**src/pch_pkg.sv**
```systemverilog
package pch_pkg;

  localparam logic [31:0] CRC_POLY = 32'hEDB8_8320;
  localparam logic [31:0] CRC_ONES = 32'hFFFF_FFFF;

  // One finished name on its way from the accumulator to the padding stage.
  typedef struct packed {
    logic [31:0] crc;
    logic [1:0]  len;
    logic [7:0]  grp;
    logic        empty;
  } fin_item_t;

  // Status of the padding stage as seen by the accumulator and the top level.
  typedef struct packed {
    logic ready;
    logic busy;
  } pad_stat_t;

  function automatic logic [31:0] fold_byte(input logic [31:0] crc_in,
                                            input logic [7:0] data);
    logic [31:0] c;
    c = crc_in ^ {24'd0, data};
    for (int k = 0; k < 8; k++) begin
      if (c[0]) begin
        c = (c >> 1) ^ CRC_POLY;
      end else begin
        c = c >> 1;
      end
    end
    return c;
  endfunction

  function automatic logic [7:0] upcase(input logic [7:0] c);
    logic [7:0] r;
    r = c;
    if (c >= 8'h61 && c <= 8'h7A) begin
      r = c - 8'h20;
    end
    return r;
  endfunction

endpackage

```
**src/pch_accum.sv**
```systemverilog
module pch_accum (
  input  logic                  clk,
  input  logic                  rst,
  input  logic                  s_tvalid,
  output logic                  s_tready,
  input  logic [7:0]            s_tdata,   // char_code [7:0]
  input  logic                  s_tlast,
  input  logic                  s_tuser,   // empty_name [0]
  input  pch_pkg::pad_stat_t    pad_stat,
  output logic                  push,
  output pch_pkg::fin_item_t    push_item
);

  logic        iv;
  logic [7:0]  in_char;
  logic        in_last;
  logic        in_empty;

  logic [31:0] crc_reg;
  logic [1:0]  len_mod4;
  logic [7:0]  group_first_char;

  logic        take;
  logic [7:0]  ch;
  logic [7:0]  grp_eff;
  logic [31:0] crc_fold;
  logic [1:0]  len_inc;

  assign s_tready = !iv || pad_stat.ready;
  assign take     = iv && pad_stat.ready;

  always_ff @(posedge clk) begin
    if (rst) begin
      iv <= 1'b0;
    end else if (s_tready) begin
      iv <= s_tvalid;
    end
    if (s_tvalid && s_tready) begin
      in_char  <= s_tdata;
      in_last  <= s_tlast;
      in_empty <= s_tuser;
    end
  end

  always_comb begin
    ch       = pch_pkg::upcase(in_char);
    grp_eff  = (len_mod4 == 2'd0) ? ch : group_first_char;
    crc_fold = pch_pkg::fold_byte(crc_reg, ch);
    len_inc  = len_mod4 + 2'd1;
  end

  assign push            = take && (in_last || in_empty);
  assign push_item.crc   = crc_fold;
  assign push_item.len   = len_inc;
  assign push_item.grp   = grp_eff;
  assign push_item.empty = in_empty;

  always_ff @(posedge clk) begin
    if (rst) begin
      crc_reg          <= pch_pkg::CRC_ONES;
      len_mod4         <= 2'd0;
      group_first_char <= 8'd0;
    end else if (take) begin
      if (in_empty || in_last) begin
        crc_reg          <= pch_pkg::CRC_ONES;
        len_mod4         <= 2'd0;
        group_first_char <= 8'd0;
      end else begin
        crc_reg          <= crc_fold;
        len_mod4         <= len_inc;
        group_first_char <= grp_eff;
      end
    end
  end

endmodule

```
**src/pch_pad.sv**
```systemverilog
module pch_pad (
  input  logic                  clk,
  input  logic                  rst,
  input  logic                  push,
  input  pch_pkg::fin_item_t    push_item,
  output pch_pkg::pad_stat_t    pad_stat,
  output logic                  m_tvalid,
  input  logic                  m_tready,
  output logic [31:0]           m_tdata    // hash [31:0]
);

  logic                  fv;
  pch_pkg::fin_item_t    fin;
  logic                  out_ready;
  logic                  fin_ready;
  logic [31:0]           crc_pad;
  logic [31:0]           hash_next;

  assign out_ready      = !m_tvalid || m_tready;
  assign fin_ready      = !fv || out_ready;
  assign pad_stat.ready = fin_ready;
  assign pad_stat.busy  = fv;

  // Pad byte first, then copies of the group's first byte up to four bytes.
  always_comb begin
    crc_pad = fin.crc;
    if (fin.len != 2'd0) begin
      crc_pad = pch_pkg::fold_byte(crc_pad, {6'd0, fin.len});
      if (fin.len == 2'd1) begin
        crc_pad = pch_pkg::fold_byte(crc_pad, fin.grp);
      end
      if (fin.len != 2'd3) begin
        crc_pad = pch_pkg::fold_byte(crc_pad, fin.grp);
      end
    end
    hash_next = fin.empty ? 32'd0 : ~crc_pad;
  end

  always_ff @(posedge clk) begin
    if (rst) begin
      fv       <= 1'b0;
      m_tvalid <= 1'b0;
    end else begin
      if (fin_ready) begin
        fv <= push;
      end
      if (out_ready) begin
        m_tvalid <= fv;
      end
    end
    if (push && fin_ready) begin
      fin <= push_item;
    end
    if (fv && out_ready) begin
      m_tdata <= hash_next;
    end
  end

endmodule

```
**src/padded_crc32_name_hash.sv**
```systemverilog
// Name hash over a byte stream: each slave transaction carries one byte of a
// name, which is upper-cased (only a..z are letters) and folded into a
// reflected CRC-32 (polynomial 0xEDB88320, preset all ones). The transaction
// with tlast set ends the name; if the length is not a multiple of four, one
// pad byte holding the length mod 4 and then copies of the upper-cased byte
// that opened the final four-byte group are folded in before the inverted
// CRC leaves as one master transaction. A transaction with tuser set ends a
// zero-length name, drops any bytes already taken for the current name and
// yields hash 0; its tdata and tlast are ignored. The block takes one byte
// per clock cycle with no gaps between names, unless a stalled master side
// holds it back. A byte sits in the input register, is folded into the
// running CRC as it leaves, the finished name passes a padding stage that
// folds up to three more bytes, and the hash is held in the output
// register. Each of the three registers accepts new data while the
// one after it still holds a transaction, so a stalled master side only
// stops the slave side once all three are full.
module padded_crc32_name_hash (
  input  logic        clk,
  input  logic        rst,
  input  logic        s_tvalid,
  output logic        s_tready,
  input  logic [7:0]  s_tdata,   // char_code [7:0]
  input  logic        s_tlast,   // last byte of the name
  input  logic        s_tuser,   // empty_name [0]
  output logic        m_tvalid,
  input  logic        m_tready,
  output logic [31:0] m_tdata    // hash [31:0]
);

  logic                  push;
  pch_pkg::fin_item_t    push_item;
  pch_pkg::pad_stat_t    pad_stat;

  // Running CRC, length mod 4 and group-start byte live here.
  pch_accum u_accum (
    .clk       (clk),
    .rst       (rst),
    .s_tvalid  (s_tvalid),
    .s_tready  (s_tready),
    .s_tdata   (s_tdata),
    .s_tlast   (s_tlast),
    .s_tuser   (s_tuser),
    .pad_stat  (pad_stat),
    .push      (push),
    .push_item (push_item)
  );

  // Padding, final inversion and the output register.
  pch_pad u_pad (
    .clk       (clk),
    .rst       (rst),
    .push      (push),
    .push_item (push_item),
    .pad_stat  (pad_stat),
    .m_tvalid  (m_tvalid),
    .m_tready  (m_tready),
    .m_tdata   (m_tdata)
  );

  // The slave side stalls only when every stage is full and the master stalls.
  a_stall_only_when_full: assert property (@(posedge clk) disable iff (rst)
    !s_tready |-> (m_tvalid && !m_tready && pad_stat.busy))
    else $error("slave side stalled while the pipeline had room");

  // A new hash only appears after a finished name sat in the padding stage.
  a_out_from_pad: assert property (@(posedge clk) disable iff (rst)
    $rose(m_tvalid) |-> $past(pad_stat.busy))
    else $error("hash presented without a finished name");

  // A finished name only enters the padding stage when it has room.
  a_push_has_room: assert property (@(posedge clk) disable iff (rst)
    push |-> pad_stat.ready)
    else $error("finished name pushed into a full padding stage");

endmodule
```
**config.mk**
```make
export PLATFORM = sky130hd
export DESIGN_NAME = padded_crc32_name_hash
export DESIGN_NICKNAME = d
export VERILOG_FILES = /design/src/pch_pkg.sv /design/src/pch_accum.sv /design/src/pch_pad.sv /design/src/padded_crc32_name_hash.sv
export SDC_FILE = /design/constraint.sdc
export NUM_CORES = 1
export LEC_CHECK = 0
export ABC_AREA = 1
export BUFFER_PORTS_ARGS = -buffer_cell sky130_fd_sc_hd__clkbuf_2
export CORE_MARGIN = 2
export CORE_UTILIZATION = 49
export CTS_CLUSTER_DIAMETER = 200
export CTS_CLUSTER_SIZE = 10
export DETAILED_ROUTE_END_ITERATION = 8
export PLACE_DENSITY = 0.66
export SETUP_SLACK_MARGIN = 0.02
export SYNTH_ARGS = -nofsm -noshare
export SYNTH_HDL_FRONTEND = slang
export SYNTH_SLANG_ARGS = --single-unit
export TNS_END_PERCENT = 1
```
**constraint.sdc**
```tcl
create_clock -name clk -period 7.7 [get_ports clk]
set_input_delay 1.54 -clock clk [delete_from_list [all_inputs] [get_ports clk]]
set_output_delay 1.54 -clock clk [all_outputs]
set_load 0.03 [all_outputs]
```
# After elaboration in Yosys (flattened, before gate mapping)
# Index checks and enable logic that the tools add are counted.
# totals
input_bits,14
register_bits,130
output_inout_bits,34
word_cells,149
# op_classes
mux,77
n_eq_ne,2
reduce_logical,15
bitwise_logic,37
order_cmp,2
add_sub_neg,2
# ops
op,n
$mux W32,73
$not A13 Y14,32
$xor A32 B8 Y32,3
$not A32 Y32,1
$xor A32 B2 Y32,1
$mux W8,3
$ge A8 B7 Y1 const B,1
$le A8 B7 Y1 const B,1
$sub A8 B6 Y8 const B,1
$logic_and A1 B1 Y1,6
$logic_or A1 B1 Y1,4
$logic_not A1 Y1,3
$add A2 B1 Y2 const B,1
$eq A2 B1 Y1 const B,1
$logic_not A2 Y1,1
$mux W2,1
$ne A2 B2 Y1 const B,1
$reduce_bool A2 Y1,1

# Longest topological paths before layout
# Gate-level depths: netlist of the first run.
# logic_depth
word_depth,92
ltp_mapped,28
mapped_depth_nobuf,27

# Cells and area by module
# Synthesis of the first run repeated with hierarchy kept, for this count alone.
# hier_totals
cells_unflattened,1525
hier_area_um2,10592.7
# modules_own_cells
module,area_each_um2,seq_area_each_um2,cells_per_inst,instances
pch_pad,7231.9,2292.2,1051,1
pch_accum,3360.7,1161.1,474,1

# Least setup slack after synthesis of the first run
# Ideal clock, no wire load.
# synth_path
kind,input to register
start,input m_tready
end,"register u_pad.fin[0] in the netlist's numbering, enable pin"
n_path_buf,1
required_time_ps,7255
path_stages,7
t_arrival_ps,3886
path_slack_ps,3369
setup_time_ps,445
path_cell_list,inv_1 > nand2_1 > nor2_1 > inv_1 > nand2_1 > clkbuf_1 > nor2_1
# synth_via
elab_chain_len,5
# synth_rtl
item,line,rtl
start: declaration,padded_crc32_name_hash.sv:26,"input logic m_tready,"
$logic_or A1 B1 Y1 (*),pch_pad.sv:19,assign out_ready = !m_tvalid || m_tready;
$logic_or A1 B1 Y1 (*),pch_pad.sv:20,assign fin_ready = !fv || out_ready;
$logic_and A1 B1 Y1,pch_accum.sv:30,assign take = iv && pad_stat.ready;
$logic_and A1 B1 Y1,pch_accum.sv:52,assign push = take && (in_last || in_empty);
$logic_and A1 B1 Y1 (*),pch_pad.sv:51,if (push && fin_ready) begin
end signal: assignment,pch_pad.sv:52,fin <= push_item;
end: declaration,pch_pad.sv:13,pch_pkg::fin_item_t fin;
# Every way passes the cells marked *; elsewhere a longest branch is shown, timed or not.
# A chain may end at the register's enable or synchronous reset.

# Worst setup path after layout of the first run
# layout_path
start,input m_tready
end,output s_tready
# layout_via
elab_chain_len,3
# layout_rtl
item,line,rtl
$logic_or A1 B1 Y1,pch_pad.sv:19,
$logic_or A1 B1 Y1,pch_pad.sv:20,
$logic_or A1 B1 Y1,pch_accum.sv:29,assign s_tready = !iv || pad_stat.ready;
end: declaration,padded_crc32_name_hash.sv:21,"output logic s_tready,"
# No other way between the ends.

==> results.cfg, run 1 <==
[sta]
post-route-period-util_pct = 49.4
fmax_ghz = 0.263
slew_violations = 0
worst_clock_skew_ns = 0.0136
finalSetupViolCount = 0
period_needed_ns = 3.81
worstMarginPinSlew_ns = 1.17
tns_ns = 0
finalHoldViolations = 0
rsz0062_at_grt = no
timing.hold.ws_ns = 0.465
relSlewSlack_pct = 21.7

[placed_design]
place_congestion = 1.01
place_inst = 1618
port_buffers = 47
post-dp-hpwl_mm = 22.8

[logic_synthesis]
syn-cell-area_um2 = 9770
async_flop_share_pct = 0
ys_warn_count = 0
yosysUniqueCellTypes = 46
synth-seq-cells = 130
syn_inst = 1338
netlist_top_cells_area = edfxtp_1 (26%), nand2_1 (18%), xor2_1 (10%), dfxtp_1 (9.2%), nand3_1 (7.1%)
synth-edff-count = 85
synth-main-ff-cell = edfxtp_1
netlist.top_cell.by_area = edfxtp_1
synth.avg_cell_area_um2 = 7.30
yosysSeqAreaShare_pct = 35.3
netlist.area_leader.share_pct = 26.1
synth_nets = 1354
yosysMostFrequentCell = nand2_1
yosys-top-cells-count = nand2_1 (476), nand3_1 (138), xor2_1 (112)

[routing]
wl_per_cell_um = 17.8
dr.pass1.iters = 6
drc = 0
routed_wl_mm = 29.3
antenna_left = 0
vias_per_cell = 5.43
via_count = 8952
drt_iter0_markers = 727

[clock_network]
clk_pin_slew_ns = 0.05
cts-resized-gates = 0
cts_max_path_buffers = 2
cts_root_buffer = clkbuf_16
post_cts_buffers = 0
postCtsHoldBufs = 0
cts_sinks = 130
htreeDepth = 4
clock_latency_ns = 0.42
cts_buffers = 17
cts_tree = done

[worst_setup_path]
worstPathArrival_ns = 2.27
worstSetupPathType = in -> out
ff2ff_setup_slack_ns = 3.95
reg2regPathDepth = 17
r2r_start = u_pad.fin[9]$_DFFE_PP_
reg2reg_to = u_pad.m_tdata[19]$_SDFFCE_PP0P_
cp-start-kind = input pin
end_kind = output pin
worst-path-max-fanout = 3
required_ns = 6.16

[global_route]
grt-ovfl-total = 0
antenna_found_initial = 0
grt_pass1_vias = 8168
grt_pass1_wl_mm = 45.0
grt_max_degree = 51
grtUsageTotal_pct = 27.8

[run_status]
status = completed

[final_layout]
drive_above_1_share_pct = 13.7
area_delta_synth_final_pct = 10.7
largest_register_ffs = 43
antenna_cells = 0
fin_util_pct = 55.4
nNetsFinal = 1388
instances_no_fill = 1650

[hold_path]
hp-start = u_accum.group_first_char[2]$_SDFFE_PP0P_
hold_path_end = u_accum.group_first_char[2]$_SDFFE_PP0P_
hold_path.class = reg -> reg
holdPathStages = 2

[job]
drv_cap = 0

[floorplan]
rows = 51
chipHeight_um = 145
die_area_um2 = 21100
initial_core_util_pct = 50.0
die_width_um = 145
core_region_area_um2 = 19500
io_pins = 48

[pwr]
leakagePower_nw = 4.97
vdd_drop_max_v = 0.000210
power.density_nw_per_um2 = 289
## worst max path at each step
stage                              to  cells past startpoint  startpoint  slack, ns
4_1_cts                      s_tready                      6    m_tready       3.88
3_3_place_gp                 s_tready                      6    m_tready       3.91
3_5_place_dp                 s_tready                      6    m_tready       3.88
5_1_grt                      s_tready                      6    m_tready       3.73
2_1_floorplan  u_pad.fin[0]$_DFFE_PP_                      7    m_tready       3.37
6_report                     s_tready                      6    m_tready       3.89
## final cells by class
type	count	area [um^2]
Clock buffer	21	482
Clock inverter	11	93.8
Fill cell	1883	8710
Inverter	118	450
Multi-Input combinational cell	1053	5730
Sequential cell	130	3450
Tap cell	265	332
Timing Repair Buffer	52	273
## through the flow
| step | power, mW | instance area, um^2 | worst slack (ns) |
|---|---|---|---|
| after CTS | 3.12 | 10800 | 3.88 |
| after detailed placement | 2.34 | 10200 | 3.88 |
| after global routing | 3.33 | 10800 | 3.73 |
| after floorplan | 1.97 | 9770 | 3.37 |
| final | 3.13 | 10800 | 3.89 |
| after global placement | 2.32 | 10200 | 3.91 |
## routing by layer
metal	GRT usage [%]	vias to the layer above	share of wire, %
met5	0	-	0
met4	14.3	0	5.5
met3	5.35	97	7.0
met2	45.2	376	46
met1	35.3	4099	42
li1	-	4380	-
## worst max-delay path, cell delays in order
cell	delay, ns
clkbuf_2	0.08
inv_1	0.10
nand2_1	0.08
nor2_1	0.16
nand2_1	0.11
clkbuf_2	0.20
## power breakdown
part | internal, mW | switching [mW] | leakage, nW
Sequential | 0.835 | 0.0477 | 1.16
Clock | 0.454 | 0.313 | 0.278
Combinational | 0.476 | 1.00 | 3.53
Total | 1.77 | 1.36 | 4.97
## logic make-up (layout without fill, tap and decap cells)
family	after synthesis	in the layout	synth area share, %
buf+inv	155	202	6.25
mux	1	1	0.102
xor+xnor	168	168	16.6
fa+ha+maj	2	2	0.256
compound gates	158	158	8.66
flops	130	130	35.3
simple gates	724	724	32.8
## placed cells by master, fill, tap and decap left out, drive strengths merged, types with 45 or more instances in the layout
| cell | n |
|---|---|
| nand2 | 534 |
| nand3 | 145 |
| inv | 121 |
| xor2 | 119 |
| edfxtp | 85 |
| a21oi | 80 |
| clkbuf | 68 |
| o21ai | 56 |
| xnor2 | 49 |
| dfxtp | 45 |
Power figures use the tool's default switching activity.
==> run 2: changes to the inputs <==
PLACE_DENSITY = 0.69   (was 0.66)
clock period = 3.35 ns   (was 7.7 ns; I/O delays follow)
==> results.cfg, run 2 (synthesis results as in run 1) <==
[run_status]
status = completed

[routing]
drc = 0
wl_per_cell_um = 18.5
via_count = 9449
vias_per_cell = 5.39
antenna_left = 0
drt_iter0_markers = 901
dr.pass1.iters = 7
routed_wl_mm = 32.5

[floorplan]
die_width_um = 145
initial_core_util_pct = 50.0
io_pins = 48
chipHeight_um = 145
rows = 51
die_area_um2 = 21100
core_region_area_um2 = 19500

[pwr]
power.density_nw_per_um2 = 666
p_total_mw = 7.86
leakagePower_nw = 5.54
vdd_drop_max_v = 0.000391

[worst_setup_path]
cp-start-kind = flip-flop
ff2ff_setup_slack_ns = 0.13
max_stage_delay_ns = 0.49
required_ns = 3.50
worstSetupPathType = reg -> reg
end_kind = flip-flop
worst-path-max-fanout = 6
path_depth = 19
cp_top_family = simple AND/OR/NAND/NOR gates
cp_common_cell = nand3_1
cpMaxStageDelayCell = edfxtp_1
path_cells = buf_4, nand2_1, nand2_4, buf_4, buf_4, xor2_2, inv_1, nand3_1, nand3_1, nand3_1, nand3_1, nand3_1, nand2_2, nand2_1, nand2_4, nand2_1, nand2_1, o21bai_1, a21oi_1
worstPathArrival_ns = 3.37
reg2regPathDepth = 19
reg2reg_to = u_pad.m_tdata[8]$_SDFFCE_PP0P_
r2r_start = u_pad.fin[14]$_DFFE_PP_
crit_end = u_pad.m_tdata[8]$_SDFFCE_PP0P_
startpoint = u_pad.fin[14]$_DFFE_PP_
path_buf_inv = 4

[sta]
finalHoldViolations = 0
post-route-period-util_pct = 96.1
setup_ws_ns = 0.132
worstMarginPinSlew_ns = 1.19
slew_violations = 0
rsz0062_at_grt = yes
fmax_ghz = 0.311
relSlewSlack_pct = 20.4
timing.hold.ws_ns = 0.421
finalSetupViolCount = 0
period_needed_ns = 3.22
worst_clock_skew_ns = 0.0177

[final_layout]
antenna_cells = 0
nNetsFinal = 1492
area_delta_synth_final_pct = 20.8
instances_no_fill = 1754
mostFrequentLayoutCell = nand2_1
drive_above_1_share_pct = 22.0
largest_register_ffs = 43
final_cell_mix = nand2_1 (457), nand3_1 (134), xor2_1 (110), buf_4 (106), inv_1 (101)

[clock_network]
clock_latency_ns = 0.42
cts_tree = done
cts_sinks = 130
cts_max_path_buffers = 2
htreeDepth = 4
clk_pin_slew_ns = 0.07
cts_buffers = 17
cts_root_buffer = clkbuf_16

[placed_design]
place_congestion = 1.04
post-dp-hpwl_mm = 25.5
place_inst = 1691
port_buffers = 47
place_ws_ns = -0.0543

[global_route]
grtUsageTotal_pct = 30.7
grt_pass1_vias = 8766
grt-ovfl-total = 0
grt_pass1_wl_mm = 50.0
grt_max_degree = 45
antenna_found_initial = 0

[hold_path]
hold_path.class = in -> reg

[job]
drv_cap = 0
run 2: per-stage QoR:
step           cell area, um^2  utilization (%)  TNS [ns]
2_1_floorplan             9770                -         0
3_3_place_gp             10800             55.3   -0.0985
3_5_place_dp             10800             55.3   -0.0543
4_1_cts                  11400             58.6         0
5_1_grt                  11800             60.5   -0.0979
6_report                 11800             60.5         0
run 2: how the worst min path moves through the flow:
stage / from / end / slack (ns) / depth (start not counted)
finish: s_tdata[4] / u_accum.in_char[4]$_DFFE_PP_ / 0.42 / 1
floorplan: u_accum.in_empty$_DFFE_PP_ / u_pad.fin[0]$_DFFE_PP_ / 0.43 / 0
global placement: u_accum.in_empty$_DFFE_PP_ / u_pad.fin[0]$_DFFE_PP_ / 0.44 / 0
global route: s_tdata[4] / u_accum.in_char[4]$_DFFE_PP_ / 0.40 / 1
CTS: s_tdata[4] / u_accum.in_char[4]$_DFFE_PP_ / 0.41 / 1
detailed placement: u_accum.in_empty$_DFFE_PP_ / u_pad.fin[0]$_DFFE_PP_ / 0.44 / 0
run 2: what timing repair did:
action                                  4_1_cts  5_1_grt
buffers inserted                              5       26
hold buffers                                  0        0
pin swaps                                     0       11
endpoints found under the setup margin        7       28
endpoints found under the hold margin         0        0
resized for setup                             2       43
run 2: power by group:
part           switching, mW  total, mW  internal (mW)
clock network          0.756       1.88           1.12
registers              0.101       2.02           1.92
logic                   2.52       3.96           1.44
run 2: cell type report:
| class | count | area [um^2] |
|---|---|---|
| fill | 1791 | 7720 |
| multi-input combinational | 1053 | 5890 |
| sequential | 130 | 3450 |
| timing repair buffer | 156 | 1080 |
| inverter | 118 | 455 |
| clock buffer | 17 | 425 |
| tap | 265 | 332 |
| clock inverter | 15 | 171 |
run 2: per-layer routing:
metal / track usage, % / routed length, um / vias to the layer above
met5: 0 / 0 / -
met4: 12.4 / 1370 / 0
met3: 4.81 / 1960 / 81
met2: 51.7 / 15800 / 367
met1: 39.5 / 13400 / 4402
li1: - / - / 4599
run 2: worst reg2reg max path, stage by stage, from the launching register on:
cell	delay (ns)
edfxtp_1	0.49
buf_4	0.20
nand2_1	0.10
nand2_4	0.07
buf_4	0.16
buf_4	0.14
xor2_2	0.31
inv_1	0.08
nand3_1	0.11
nand3_1	0.11
nand3_1	0.14
nand3_1	0.14
nand3_1	0.16
nand2_2	0.13
nand2_1	0.16
nand2_4	0.09
nand2_1	0.07
nand2_1	0.05
o21bai_1	0.16
a21oi_1	0.09
==> run 3: changes to the inputs <==
CAP_MARGIN = 15   (was default)
CORE_UTILIZATION = 57   (was 49)
PLACE_DENSITY = 0.78   (was 0.69)
==> results.cfg, run 3 (synthesis results as in run 1) <==
[worst_setup_path]
path_cells = xor2_1, xor2_1, inv_1, nand3_1, nand3_1, nand3_1, nand3_1, nand3_1, nand2_1, nand2_1, nand2_2, nand2_1, nand2_1, o21bai_1, a21oi_1
max_stage_delay_ns = 0.51
cp-start-kind = flip-flop
path_buf_inv = 1
cp_top_family = simple AND/OR/NAND/NOR gates
ff2ff_setup_slack_ns = 0.12
r2r_start = u_pad.fin[18]$_DFFE_PP_
reg2reg_to = u_pad.m_tdata[8]$_SDFFCE_PP0P_
end_kind = flip-flop
worstPathArrival_ns = 3.38
required_ns = 3.51
reg2regPathDepth = 15
cp_common_cell = nand3_1
worst-path-max-fanout = 6
cpMaxStageDelayCell = edfxtp_1
worstSetupPathType = reg -> reg

[clock_network]
clk_pin_slew_ns = 0.06
clock_latency_ns = 0.42
cts_sinks = 130
cts_max_path_buffers = 2
cts_buffers = 17
cts_root_buffer = clkbuf_16
htreeDepth = 4
cts_tree = done

[hold_path]
holdPathStages = 1
hold_path_end = u_accum.in_char[4]$_DFFE_PP_
hp-start = s_tdata[4]
hold_path.class = in -> reg

[final_layout]
area_delta_synth_final_pct = 19.8
largest_register_ffs = 43
drive_above_1_share_pct = 21.5
mostFrequentLayoutCell = nand2_1
final_cell_mix = nand2_1 (459), nand3_1 (135), xor2_1 (111), buf_4 (105), inv_1 (102)
nNetsFinal = 1489
antenna_cells = 0

[placed_design]
port_buffers = 47
post-dp-hpwl_mm = 25.1
place_ws_ns = 0.0172
place_congestion = 1.01

[floorplan]
chipHeight_um = 135
rows = 47
initial_core_util_pct = 58.7
core_region_area_um2 = 16600
die_width_um = 135
io_pins = 48
die_area_um2 = 18200

[pwr]
p_total_mw = 7.93
power.density_nw_per_um2 = 677
leakagePower_nw = 5.52
vdd_drop_max_v = 0.000395

[sta]
timing.hold.ws_ns = 0.424
finalHoldViolations = 0
fmax_ghz = 0.310
worst_clock_skew_ns = 0.0100
setup_ws_ns = 0.123
post-route-period-util_pct = 96.3
worstMarginPinSlew_ns = 0.809
slew_violations = 0
tns_ns = 0
rsz0062_at_grt = yes
relSlewSlack_pct = 45.5
period_needed_ns = 3.23
finalSetupViolCount = 0

[global_route]
antenna_found_initial = 0
grt-ovfl-total = 0
grt_pass1_wl_mm = 49.4
grt_max_degree = 39
grtUsageTotal_pct = 36.1
grt_pass1_vias = 8940

[job]
drv_cap = 0

[routing]
via_count = 9607
wl_per_cell_um = 19.0
vias_per_cell = 5.63
drt_iter0_markers = 788
routed_wl_mm = 32.5
antenna_left = 0
dr.pass1.iters = 5
drc = 0

[run_status]
status = completed
-- run 3: changes by cell type in the layout (fill, tap and decap cells not counted), moves of 2 or more --
| cell | change |
|---|---|
| inv_8 | -2 |
| inv_2 | -2 |
| clkinv_4 | -3 |
| nand2_1 | +2 |
| inv_4 | +2 |
| inv_6 | +3 |
| a21oi_2 | -2 |
| nand2_2 | -2 |
| a21oi_1 | +2 |
| buf_12 | -2 |
-- run 3: cell type report --
type / instances / area [um^2]
clock buffer: 17 / 425
clock inverter: 15 / 191
fill: 1387 / 4930
inverter: 118 / 455
multi-input combinational: 1053 / 5870
sequential: 130 / 3450
tap: 220 / 275
timing repair buffer: 153 / 1040
-- run 3: how the worst max path moves through the flow --
stage,startpoint,end,slack [ns],cells past startpoint
CTS,u_pad.fin[13]$_DFFE_PP_,u_pad.m_tdata[18]$_SDFFCE_PP0P_,0.05,23
global route,u_pad.fin[14]$_DFFE_PP_,u_pad.m_tdata[8]$_SDFFCE_PP0P_,-0.09,20
detailed placement,u_pad.fin[9]$_DFFE_PP_,u_pad.m_tdata[18]$_SDFFCE_PP0P_,0.02,23
floorplan,m_tready,u_pad.fin[0]$_DFFE_PP_,0.61,7
global placement,u_pad.fin[9]$_DFFE_PP_,u_pad.m_tdata[18]$_SDFFCE_PP0P_,0.01,23
finish,u_pad.fin[18]$_DFFE_PP_,u_pad.m_tdata[8]$_SDFFCE_PP0P_,0.12,15
-- run 3: worst reg2reg max path: stages (launching register included) --
cell and delay (ns):
edfxtp_1 0.51, xor2_1 0.37, xor2_1 0.44, inv_1 0.09, nand3_1 0.12, nand3_1 0.11, nand3_1 0.17, nand3_1 0.15
nand3_1 0.14, nand2_1 0.15, nand2_1 0.15, nand2_2 0.12, nand2_1 0.08, nand2_1 0.04, o21bai_1 0.22, a21oi_1 0.09
-- run 3: where the power goes --
part           switching (mW)  internal, mW  total, mW
registers               0.106          1.92       2.02
logic                    2.52          1.43       3.94
clock network           0.766          1.19       1.96
total                    3.39          4.54       7.93
-- run 3: layer usage --
| metal | up-vias | GRT usage (%) | part of all wire [%] |
|---|---|---|---|
| li1 | 4584 | - | - |
| met1 | 4451 | 44.4 | 39 |
| met2 | 465 | 60.8 | 48 |
| met3 | 107 | 4.54 | 6.8 |
| met4 | 0 | 21.6 | 6.4 |
| met5 | - | 0 | 0 |
-- run 3: per-stage QoR --
stage	util, %	std cells	cell area, um^2
2_1_floorplan	-	1338	9770
3_3_place_gp	64.9	1656	10800
3_5_place_dp	64.9	1656	10800
4_1_cts	68.7	1689	11400
5_1_grt	70.4	1706	11700
6_report	70.4	1706	11700
-- run 3: repair_timing --
action,in CTS,in global routing
pin swaps,0,6
setup endpoints to repair,1,28
resized for setup,0,39
hold buffers,0,0
setup buffers,1,16
